[config.mk]
export PLATFORM = sky130hd
export DESIGN_NAME = matrix_norm_closest_pair_top
export DESIGN_NICKNAME = d
export VERILOG_FILES = /design/src/hw/rtl/mncp_pkg.sv /design/src/hw/rtl/mncp_ram.sv /design/src/hw/rtl/mncp_isqrt.sv /design/src/hw/rtl/matrix_norm_closest_pair_top.sv
export SDC_FILE = /design/constraint.sdc
export NUM_CORES = 2
export LEC_CHECK = 0
export BUFFER_PORTS_ARGS = -buffer_cell sky130_fd_sc_hd__clkbuf_2
export CAP_MARGIN = 20
export CORE_ASPECT_RATIO = 0.5
export CORE_UTILIZATION = 57
export CTS_CLUSTER_SIZE = 16
export DETAILED_ROUTE_END_ITERATION = 10
export GPL_ROUTABILITY_DRIVEN = 0
export MAX_ROUTING_LAYER = met4
export PLACE_DENSITY = 0.7
export SLEW_MARGIN = 5
export SYNTH_ARGS = -nofsm -noshare
export SYNTH_HDL_FRONTEND = slang
export SYNTH_SLANG_ARGS = --single-unit
[constraint.sdc]
create_clock -name clock -period 6 [get_ports clock]
set_input_delay 1.2 -clock clock [delete_from_list [all_inputs] [get_ports clock]]
set_output_delay 1.2 -clock clock [all_outputs]
set_load 0.01 [all_outputs]
[src/hw/rtl/mncp_pkg.sv]
// Shared types, constants and helpers for the matrix norm closest-pair block.
// No dependencies; every other file of the block but mncp_ram imports this package.
package mncp_pkg;

   // Input row: three signed Q8.8 elements.
   localparam int ELEM_W     = 16;
   localparam int LANES      = 3;
   localparam int ROWS       = 3;
   localparam int ROW_W      = 2;

   // Digit-serial squaring: one 4-bit digit of the multiplier per cycle.
   localparam int DIGIT_W    = 4;
   localparam int DIGITS     = ELEM_W / DIGIT_W;
   localparam int DIG_CNT_W  = $clog2(DIGITS);
   localparam int PROD_W     = 2 * ELEM_W;

   // Sum of squares and its square root, one root bit per cycle.
   localparam int SUM_W      = 35;
   localparam int ROOT_STEPS = (SUM_W + 1) / 2;
   localparam int RAD_W      = 2 * ROOT_STEPS;
   localparam int ROOT_W     = ROOT_STEPS;
   localparam int REM_W      = ROOT_STEPS + 1;
   localparam int STEP_W     = $clog2(ROOT_STEPS);
   localparam int NORM_W     = 17;
   localparam int NORM_MAX   = 98304;

   // Norm store.
   localparam int MAX_MATRICES = 64;
   localparam int ADDR_W       = $clog2(MAX_MATRICES);
   localparam int COUNT_W      = $clog2(MAX_MATRICES + 1);

   // Result fields.
   localparam int IDX_W      = 7;
   localparam int DIST_W     = 17;
   localparam int STATUS_W   = 2;

   localparam logic [STATUS_W-1:0] STATUS_OK    = 2'd0;
   localparam logic [STATUS_W-1:0] STATUS_FEW   = 2'd1;
   localparam logic [STATUS_W-1:0] STATUS_OVER  = 2'd2;

   typedef enum logic [3:0] {
      ST_IDLE,
      ST_SQUARE,
      ST_SUM,
      ST_ROOT,
      ST_CHECK,
      ST_RD_A,
      ST_GET_A,
      ST_CMP,
      ST_DONE
   } state_type;

   // Magnitude of a two's complement element; the most negative value maps
   // to its true magnitude, which still fits the unsigned width.
   function automatic logic [ELEM_W-1:0] magnitude(input logic [ELEM_W-1:0] v);
      logic [ELEM_W-1:0] r;
      if (v[ELEM_W-1]) begin
         r = ~v + 1'b1;
      end else begin
         r = v;
      end
      return r;
   endfunction

   // Low bits of a 1-based matrix number, as carried by the index fields.
   function automatic logic [IDX_W-1:0] to_field_index(input logic [COUNT_W-1:0] v);
      logic [COUNT_W+IDX_W-1:0] w;
      w = {{IDX_W{1'b0}}, v};
      return w[IDX_W-1:0];
   endfunction

endpackage

[src/hw/rtl/mncp_ram.sv]
// Generic single-port-write, single-port-read RAM with a registered read.
// No dependencies.
module mncp_ram #(
   parameter int WIDTH = 8,
   parameter int DEPTH = 16
) (
   input  logic                     clock,
   input  logic                     wr_en,
   input  logic [$clog2(DEPTH)-1:0] wr_addr,
   input  logic [WIDTH-1:0]         wr_data,
   input  logic [$clog2(DEPTH)-1:0] rd_addr,
   output logic [WIDTH-1:0]         rd_data
);

   logic [WIDTH-1:0] mem_ff [DEPTH];
   logic [WIDTH-1:0] rd_data_ff;

   always_ff @(posedge clock) begin
      if (wr_en) begin
         mem_ff[wr_addr] <= wr_data;
      end
      rd_data_ff <= mem_ff[rd_addr];
   end

   assign rd_data = rd_data_ff;

endmodule

[src/hw/rtl/mncp_isqrt.sv]
// Restoring integer square root, one root bit per cycle.
// Depends on mncp_pkg for the radicand, remainder and root widths.
module mncp_isqrt (
   input  logic                        clock,
   input  logic                        reset,
   input  logic                        start,
   input  logic [mncp_pkg::SUM_W-1:0]  radicand,
   output logic                        done,
   output logic [mncp_pkg::NORM_W-1:0] root
);
   import mncp_pkg::*;

   logic [RAD_W-1:0]  rad_ff,  rad_in;
   logic [REM_W-1:0]  rem_ff,  rem_in;
   logic [ROOT_W-1:0] root_ff, root_in;
   logic [STEP_W-1:0] step_ff, step_in;
   logic              busy_ff, busy_in;
   logic              done_ff, done_in;

   logic [REM_W+1:0]  shifted;
   logic [REM_W+1:0]  trial;

   always_comb begin
      rad_in  = rad_ff;
      rem_in  = rem_ff;
      root_in = root_ff;
      step_in = step_ff;
      busy_in = busy_ff;
      done_in = 1'b0;
      shifted = {rem_ff, rad_ff[RAD_W-1 -: 2]};
      trial   = (REM_W + 2)'({root_ff, 2'b01});
      if (start) begin
         rad_in  = (RAD_W)'(radicand);
         rem_in  = '0;
         root_in = '0;
         step_in = '0;
         busy_in = 1'b1;
      end else if (busy_ff) begin
         // Bring down the next pair of radicand bits and try the next root bit.
         rad_in = {rad_ff[RAD_W-3:0], 2'b00};
         if (shifted >= trial) begin
            rem_in  = REM_W'(shifted - trial);
            root_in = {root_ff[ROOT_W-2:0], 1'b1};
         end else begin
            rem_in  = REM_W'(shifted);
            root_in = {root_ff[ROOT_W-2:0], 1'b0};
         end
         step_in = step_ff + 1'b1;
         if (step_ff == STEP_W'(ROOT_STEPS - 1)) begin
            busy_in = 1'b0;
            done_in = 1'b1;
         end
      end
   end

   always_ff @(posedge clock) begin
      if (reset) begin
         busy_ff <= 1'b0;
         done_ff <= 1'b0;
      end else begin
         busy_ff <= busy_in;
         done_ff <= done_in;
      end
      rad_ff  <= rad_in;
      rem_ff  <= rem_in;
      root_ff <= root_in;
      step_ff <= step_in;
   end

   assign done = done_ff;
   assign root = root_ff[NORM_W-1:0];

endmodule

[src/hw/rtl/matrix_norm_closest_pair_top.sv]
// Top level of the matrix norm closest-pair block: row squaring, norm store
// and pair search. Depends on mncp_pkg, mncp_ram and mncp_isqrt.
//
//   Channel | Direction | Ports                                   | Moves
//   --------+-----------+-----------------------------------------+--------------------------
//   req     | in        | req_valid/ready, elem_a/b/c, last_row   | one matrix row per item
//   rsp     | out       | rsp_valid/ready, indices, distance, st. | one result per last row
//
// A row item passes through accept, the digit-serial squaring lanes, the row sum
// and a check. The row that completes a matrix, when the store has room, also
// waits for the square root unit, which produces one root bit per cycle. A last
// row adds the pair search over every pair in the norm store, which has one
// read port.
// Reset is synchronous and active high; it clears the control state and empties
// the set. The norm store is not cleared: only entries already written are read.
// A result waiting on rsp does not hold back further rows; only the next result
// waits for it to be taken.
module matrix_norm_closest_pair_top (
   input  logic                          clock,
   input  logic                          reset,
   input  logic                          req_valid,
   output logic                          req_ready,
   input  logic signed [mncp_pkg::ELEM_W-1:0] req_elem_a,
   input  logic signed [mncp_pkg::ELEM_W-1:0] req_elem_b,
   input  logic signed [mncp_pkg::ELEM_W-1:0] req_elem_c,
   input  logic                          req_last_row,
   output logic                          rsp_valid,
   input  logic                          rsp_ready,
   output logic [mncp_pkg::IDX_W-1:0]    rsp_first_index,
   output logic [mncp_pkg::IDX_W-1:0]    rsp_second_index,
   output logic [mncp_pkg::DIST_W-1:0]   rsp_distance,
   output logic [mncp_pkg::STATUS_W-1:0] rsp_status
);
   import mncp_pkg::*;

   // Control state.
   state_type            state_ff, state_in;
   logic [ROW_W-1:0]     row_ff, row_in;
   logic [COUNT_W-1:0]   count_ff, count_in;
   logic                 overflow_ff, overflow_in;
   logic [SUM_W-1:0]     sum_ff, sum_in;
   logic                 rsp_valid_ff, rsp_valid_in;

   // Squaring lanes: the multiplicand shifts left and the multiplier right by
   // one digit a cycle.
   logic [PROD_W-1:0]    mcand_ff [LANES];
   logic [PROD_W-1:0]    mcand_in [LANES];
   logic [ELEM_W-1:0]    mult_ff  [LANES];
   logic [ELEM_W-1:0]    mult_in  [LANES];
   logic [PROD_W-1:0]    prod_ff  [LANES];
   logic [PROD_W-1:0]    prod_in  [LANES];
   logic [PROD_W-1:0]    partial  [LANES];
   logic [ELEM_W-1:0]    elem     [LANES];
   logic [DIG_CNT_W-1:0] dig_ff, dig_in;
   logic                 last_ff, last_in;
   logic [SUM_W-1:0]     sum_next;

   // Pair search.
   logic [ADDR_W-1:0]    i_ff, i_in;
   logic [ADDR_W-1:0]    j_ff, j_in;
   logic [NORM_W-1:0]    a_ff, a_in;
   logic                 have_ff, have_in;
   logic [ADDR_W-1:0]    best_i_ff, best_i_in;
   logic [ADDR_W-1:0]    best_j_ff, best_j_in;
   logic [NORM_W-1:0]    best_d_ff, best_d_in;
   logic [NORM_W-1:0]    diff;

   // Result register.
   logic [IDX_W-1:0]     rsp_first_ff, rsp_first_in;
   logic [IDX_W-1:0]     rsp_second_ff, rsp_second_in;
   logic [DIST_W-1:0]    rsp_dist_ff, rsp_dist_in;
   logic [STATUS_W-1:0]  rsp_status_ff, rsp_status_in;

   // Square root unit and norm store.
   logic                 root_start;
   logic                 root_done;
   logic [NORM_W-1:0]    root;
   logic                 ram_wr_en;
   logic [ADDR_W-1:0]    ram_rd_addr;
   logic [NORM_W-1:0]    ram_rd_data;

   assign elem[0] = unsigned'(req_elem_a);
   assign elem[1] = unsigned'(req_elem_b);
   assign elem[2] = unsigned'(req_elem_c);

   assign sum_next = sum_ff + SUM_W'(prod_ff[0]) + SUM_W'(prod_ff[1])
                   + SUM_W'(prod_ff[2]);

   assign diff = (a_ff >= ram_rd_data) ? (a_ff - ram_rd_data) : (ram_rd_data - a_ff);

   always_comb begin
      for (int l = 0; l < LANES; l++) begin
         partial[l] = mcand_ff[l] * mult_ff[l][DIGIT_W-1:0];
      end
   end

   mncp_isqrt u_isqrt (
      .clock    (clock),
      .reset    (reset),
      .start    (root_start),
      .radicand (sum_next),
      .done     (root_done),
      .root     (root)
   );

   mncp_ram #(
      .WIDTH (NORM_W),
      .DEPTH (MAX_MATRICES)
   ) u_norm_store (
      .clock   (clock),
      .wr_en   (ram_wr_en),
      .wr_addr (count_ff[ADDR_W-1:0]),
      .wr_data (root),
      .rd_addr (ram_rd_addr),
      .rd_data (ram_rd_data)
   );

   // Next state and datapath control.
   always_comb begin
      state_in      = state_ff;
      row_in        = row_ff;
      count_in      = count_ff;
      overflow_in   = overflow_ff;
      sum_in        = sum_ff;
      rsp_valid_in  = rsp_valid_ff;
      dig_in        = dig_ff;
      last_in       = last_ff;
      i_in          = i_ff;
      j_in          = j_ff;
      a_in          = a_ff;
      have_in       = have_ff;
      best_i_in     = best_i_ff;
      best_j_in     = best_j_ff;
      best_d_in     = best_d_ff;
      rsp_first_in  = rsp_first_ff;
      rsp_second_in = rsp_second_ff;
      rsp_dist_in   = rsp_dist_ff;
      rsp_status_in = rsp_status_ff;
      for (int l = 0; l < LANES; l++) begin
         mcand_in[l] = mcand_ff[l];
         mult_in[l]  = mult_ff[l];
         prod_in[l]  = prod_ff[l];
      end
      root_start  = 1'b0;
      ram_wr_en   = 1'b0;
      ram_rd_addr = i_ff;
      req_ready   = 1'b0;

      // The taken result frees the output register.
      if (rsp_valid_ff && rsp_ready) begin
         rsp_valid_in = 1'b0;
      end

      case (state_ff)
         ST_IDLE: begin
            req_ready = 1'b1;
            if (req_valid) begin
               for (int l = 0; l < LANES; l++) begin
                  mcand_in[l] = PROD_W'(magnitude(elem[l]));
                  mult_in[l]  = magnitude(elem[l]);
                  prod_in[l]  = '0;
               end
               dig_in   = '0;
               last_in  = req_last_row;
               state_in = ST_SQUARE;
            end
         end

         ST_SQUARE: begin
            for (int l = 0; l < LANES; l++) begin
               prod_in[l]  = prod_ff[l] + partial[l];
               mcand_in[l] = mcand_ff[l] << DIGIT_W;
               mult_in[l]  = mult_ff[l] >> DIGIT_W;
            end
            dig_in = dig_ff + 1'b1;
            if (dig_ff == DIG_CNT_W'(DIGITS - 1)) begin
               state_in = ST_SUM;
            end
         end

         ST_SUM: begin
            if (row_ff == ROW_W'(ROWS - 1)) begin
               // Matrix complete: take its norm if there is room for it.
               row_in = '0;
               sum_in = '0;
               if (count_ff < COUNT_W'(MAX_MATRICES)) begin
                  root_start = 1'b1;
                  state_in   = ST_ROOT;
               end else begin
                  overflow_in = 1'b1;
                  state_in    = ST_CHECK;
               end
            end else begin
               row_in   = row_ff + 1'b1;
               sum_in   = sum_next;
               state_in = ST_CHECK;
            end
         end

         ST_ROOT: begin
            if (root_done) begin
               ram_wr_en = 1'b1;
               count_in  = count_ff + 1'b1;
               state_in  = ST_CHECK;
            end
         end

         ST_CHECK: begin
            if (!last_ff) begin
               state_in = ST_IDLE;
            end else begin
               have_in = 1'b0;
               i_in    = '0;
               if (count_ff < COUNT_W'(2)) begin
                  state_in = ST_DONE;
               end else begin
                  state_in = ST_RD_A;
               end
            end
         end

         ST_RD_A: begin
            ram_rd_addr = i_ff;
            state_in    = ST_GET_A;
         end

         ST_GET_A: begin
            a_in        = ram_rd_data;
            ram_rd_addr = i_ff + 1'b1;
            j_in        = i_ff + 1'b1;
            state_in    = ST_CMP;
         end

         ST_CMP: begin
            // Only a strictly smaller distance replaces the best pair.
            if (!have_ff || (diff < best_d_ff)) begin
               have_in   = 1'b1;
               best_d_in = diff;
               best_i_in = i_ff;
               best_j_in = j_ff;
            end
            if ((COUNT_W'(j_ff) + COUNT_W'(1)) < count_ff) begin
               ram_rd_addr = j_ff + 1'b1;
               j_in        = j_ff + 1'b1;
            end else if ((COUNT_W'(i_ff) + COUNT_W'(2)) < count_ff) begin
               i_in     = i_ff + 1'b1;
               state_in = ST_RD_A;
            end else begin
               state_in = ST_DONE;
            end
         end

         ST_DONE: begin
            if (!rsp_valid_ff || rsp_ready) begin
               rsp_valid_in = 1'b1;
               if (count_ff < COUNT_W'(2)) begin
                  rsp_first_in  = '0;
                  rsp_second_in = '0;
                  rsp_dist_in   = '0;
                  rsp_status_in = STATUS_FEW;
               end else begin
                  rsp_first_in  = to_field_index(COUNT_W'(best_i_ff) + COUNT_W'(1));
                  rsp_second_in = to_field_index(COUNT_W'(best_j_ff) + COUNT_W'(1));
                  rsp_dist_in   = DIST_W'(best_d_ff);
                  rsp_status_in = overflow_ff ? STATUS_OVER : STATUS_OK;
               end
               // The set is closed; the next row opens a new one.
               row_in      = '0;
               sum_in      = '0;
               count_in    = '0;
               overflow_in = 1'b0;
               state_in    = ST_IDLE;
            end
         end

         default: begin
            state_in = ST_IDLE;
         end
      endcase
   end

   always_ff @(posedge clock) begin
      if (reset) begin
         state_ff <= ST_IDLE;
      end else begin
         state_ff <= state_in;
      end
   end

   always_ff @(posedge clock) begin
      if (reset) begin
         row_ff       <= '0;
         count_ff     <= '0;
         overflow_ff  <= 1'b0;
         sum_ff       <= '0;
         rsp_valid_ff <= 1'b0;
      end else begin
         row_ff       <= row_in;
         count_ff     <= count_in;
         overflow_ff  <= overflow_in;
         sum_ff       <= sum_in;
         rsp_valid_ff <= rsp_valid_in;
      end
      for (int l = 0; l < LANES; l++) begin
         mcand_ff[l] <= mcand_in[l];
         mult_ff[l]  <= mult_in[l];
         prod_ff[l]  <= prod_in[l];
      end
      dig_ff        <= dig_in;
      last_ff       <= last_in;
      i_ff          <= i_in;
      j_ff          <= j_in;
      a_ff          <= a_in;
      have_ff       <= have_in;
      best_i_ff     <= best_i_in;
      best_j_ff     <= best_j_in;
      best_d_ff     <= best_d_in;
      rsp_first_ff  <= rsp_first_in;
      rsp_second_ff <= rsp_second_in;
      rsp_dist_ff   <= rsp_dist_in;
      rsp_status_ff <= rsp_status_in;
   end

   assign rsp_valid        = rsp_valid_ff;
   assign rsp_first_index  = rsp_first_ff;
   assign rsp_second_index = rsp_second_ff;
   assign rsp_distance     = rsp_dist_ff;
   assign rsp_status       = rsp_status_ff;

endmodule

==> implementation parameters <==
Parameter                              Value

Worst setup path
  Critical Path Sink Type    register
  Delay of the slowest cell on the worst path    0.78 ns
  Most common cell type on the critical path    sky130_fd_sc_hd__ha_1
  Critical path peak fanout    54
  Arrival time of data at the critical path endpoint    6.32 ns
  Crit path from    j_ff[0]
  Critical Path Source Type    register
  Data required time at the worst endpoint    6.57 ns
  Crit path kind    register to register
  Worst reg2reg startpoint    j_ff[0]
  Cell with the largest stage delay on the worst path    sky130_fd_sc_hd__a211oi_1
  Ordered list of cells on the worst path    ha_1 -> nand3_1 -> xnor2_1 -> ha_1 -> and4_1 -> a211oi_2 -> o21a_4 -> a31oi_4 -> and2_4 -> buf_4 -> nor2_2 -> a31oi_1 -> and3_1 -> a211oi_1 -> nand4_1

Global routing
  Antenna violations before repair    8
  Wire length of the first global-routing pass    308,000 um
  Total track usage    29.5%
  Remaining global-route overflow    0
  Vias in the first global route    52,300
  Largest net degree at the start of global routing    192

Detailed routing
  Detailed-router iteration count before antenna repair    6
  Remaining design rule violation count    0
  Post-DR wirelength/cell    23.4 um
  Number of design-rule violations left by the first detailed-router iteration    6,035
  Number of vias per cell    6.19
  Number of routed nets with antenna violations    0
  Detailed Route WL    201,000 um
  Vias post-DR    53,300

Yosys
  Fraction of registers with async set or reset after synthesis    0%
  Post-synth net total    7,143
  Post-synth EDFFs    1,458
  Synthesized instance count    6,533
  Number of synthesis warnings    0
  Share of synthesized area occupied by flip-flops and latches    57.7%
  Register bit count reported by yosys    1,570
  Cell types occupying the most area after synthesis    sky130_fd_sc_hd__edfxtp_1, sky130_fd_sc_hd__fa_1, sky130_fd_sc_hd__nand2_1
  Syn avg cell area    12.2 um^2
  Yosys cell types    102
  Area of the mapped netlist    79,800 um^2
  Yosys top cell area share    54.9%
  Leading area contributor after synthesis    sky130_fd_sc_hd__edfxtp_1
  Dominant synthesized flop cell    sky130_fd_sc_hd__edfxtp_1

Final layout
  Most common cell after layout, fill and taps aside    sky130_fd_sc_hd__edfxtp_1
  Relative area change from synthesis to final layout    9.45%
  Total Nets Final    7,249
  Filler Cell Count    10,300
  Share of layout cells above drive strength 1    9.29%
  Top library cells by usage in the layout, fill and taps aside    sky130_fd_sc_hd__edfxtp_1, sky130_fd_sc_hd__nand2_1, sky130_fd_sc_hd__nor2_1

Clock tree
  Cell at the root of the clock tree    sky130_fd_sc_hd__clkbuf_16
  Hold buffer count at CTS    0
  Longest Clk Path Bufs    3
  Cts bufs inserted    139
  H-tree levels    4
  Source-to-sink clock delay at the later pin of the worst-skew pair    0.81 ns
  Buffer count from post-CTS setup fixing    0
  Clock-pin transition on the worst setup and hold timing paths    0.06 ns
  Clock tree sinks    1,570
  CTS tree    done

Timing
  Final setup slack of the worst path    0.251 ns
  Pin slew with the least headroom to its limit    1.19 ns
  Number of endpoints with negative hold slack in the final report    0
  Relative max-transition margin    20.2%
  Final-layout worst hold slack    0.442 ns
  Post-layout min period    5.75 ns
  Setup repair after global routing missed its margin    no
  Portion of the clock cycle consumed by the worst path in the final layout    95.8%
  Post-Route Skew    0.0339 ns
  # setup viols final    0
  Maximum achievable frequency    174 MHz
  Number of max-slew violations in the final report    0

Die
  Row count    96
  Die Span Y    267 um
  Total I/O pin count    88
  Die area    142,000 um^2
  Starting density of the core    57.8%
  Core outline area    138,000 um^2
  Width of the die    531 um

Status
  Outcome    complete, no violations

Run
  Max-cap violations    0

Worst hold path
  Path type of the worst min-delay path    register to register
  Launch instance of the worst min-delay path    u_norm_store.rd_data[16]

Place
  Place WS    -0.128 ns
  # port buffers    87
  Total half-perimeter wirelength after legalization and detailed placement    134,000 um
[synth_stat cells (30+ instances only)]
cell type,count
sky130_fd_sc_hd__a21o_1,80
sky130_fd_sc_hd__xor2_1,97
sky130_fd_sc_hd__clkbuf_1,156
sky130_fd_sc_hd__a31oi_1,106
sky130_fd_sc_hd__o21a_1,72
sky130_fd_sc_hd__nand3_1,187
sky130_fd_sc_hd__and2_1,179
sky130_fd_sc_hd__mux2_2,33
sky130_fd_sc_hd__a21oi_1,231
sky130_fd_sc_hd__xnor2_1,114
sky130_fd_sc_hd__a211oi_1,86
sky130_fd_sc_hd__inv_1,322
sky130_fd_sc_hd__nor3_1,68
sky130_fd_sc_hd__dfxtp_1,112
sky130_fd_sc_hd__o21ai_0,146
sky130_fd_sc_hd__ha_1,233
sky130_fd_sc_hd__edfxtp_1,1458
sky130_fd_sc_hd__o22ai_1,37
sky130_fd_sc_hd__fa_1,324
sky130_fd_sc_hd__nand4_1,57
sky130_fd_sc_hd__a221oi_1,30
sky130_fd_sc_hd__buf_2,100
sky130_fd_sc_hd__nor2_1,418
sky130_fd_sc_hd__mux2i_1,153
sky130_fd_sc_hd__and3_1,115
sky130_fd_sc_hd__nand2_1,1078
[registers in the layout, indices dropped and copies added, names as in the netlist, 7 cells and up]
name                  flops
rsp_first_index           7
mult_ff                  48
best_d_ff                17
prod_ff                  96
rsp_second_index          7
count_ff                  7
u_isqrt.rad_ff           36
u_norm_store.rd_data     17
rsp_distance             17
mcand_ff                 96
a_ff                     17
u_isqrt.rem_ff           19
u_norm_store.mem_ff    1088
u_isqrt.root_ff          18
sum_ff                   35
[through the flow]
stage / TNS (ns) / area, um^2 / utilization (%) / std cells
after floorplan: 0 / 79800 / - / 6533
after global placement: 0 / 82700 / 60.0 / 8353
after detailed placement: -0.128 / 82800 / 60.0 / 8354
after CTS: 0 / 87200 / 63.2 / 8605
after global routing: 0 / 87300 / 63.3 / 8613
final: 0 / 87300 / 63.3 / 8614
[cell families (layout without fill, tap and decap cells)]
group,count (synthesis),count (layout),share of synthesized area (%)
DFF,1570,1570,57.7
xor gates and xnor gates,211,211,2.32
AOI/OAI and AO/OA,1101,1101,9.48
other,0,3,0
buffers and inverters,632,848,3.33
muxes,191,191,2.53
adders and majority gates,557,557,11.8
and+or+nand+nor,2271,2271,12.9
[final timing paths]
kind	slack [ns]	to	cells past startpoint
worst max-delay path	0.25	u_norm_store.rd_data[6]	15
worst max register to register	0.25	u_norm_store.rd_data[6]	15
worst min-delay path	0.44	a_ff[16]	0
worst min register to register	0.44	a_ff[16]	0
[worst max-delay path: cells and delay by family, from the launching register on]
| kind | cells | cell delay [ns] |
|---|---|---|
| AOI/OAI and AO/OA | 5 | 1.75 |
| xor gates and xnor gates | 1 | 0.42 |
| adders and majority gates | 2 | 0.58 |
| buffers and inverters | 1 | 0.34 |
| DFF | 1 | 0.52 |
| and+or+nand+nor | 6 | 1.89 |
[area by class of cell]
| type | count | area [um^2] | area share [%] |
|---|---|---|---|
| inverter | 324 | 1220 | 1.40 |
| sequential | 1570 | 46000 | 52.7 |
| clock buffer | 169 | 3670 | 4.21 |
| antenna | 3 | 7.51 | 0.00860 |
| tap | 1862 | 2330 | 2.67 |
| timing repair buffer | 273 | 2060 | 2.36 |
| multi-input combinational | 4331 | 31200 | 35.7 |
| clock inverter | 82 | 802 | 0.918 |
[routing by layer]
| layer | vias up | wire length (um) | share of wire, % | track usage (%) |
|---|---|---|---|---|
| met5 | - | 0 | 0 | - |
| met2 | 2528 | 95000 | 47 | 45.8 |
| met4 | 0 | 6810 | 3.4 | 10.6 |
| met1 | 26700 | 81600 | 41 | 39.7 |
| li1 | 23700 | - | - | - |
| met3 | 366 | 17800 | 8.9 | 4.61 |
[timing repair]
| item | CTS | global route |
|---|---|---|
| endpoints found under the hold margin | 0 | 0 |
| setup endpoints to repair | 1 | 2 |
| pin swaps | 0 | 0 |
| cloned | 0 | 0 |
| resized for setup | 1 | 2 |
Power is not shown: default switching activity piles up to over one toggle a cycle in this logic, so the estimate is an artifact.
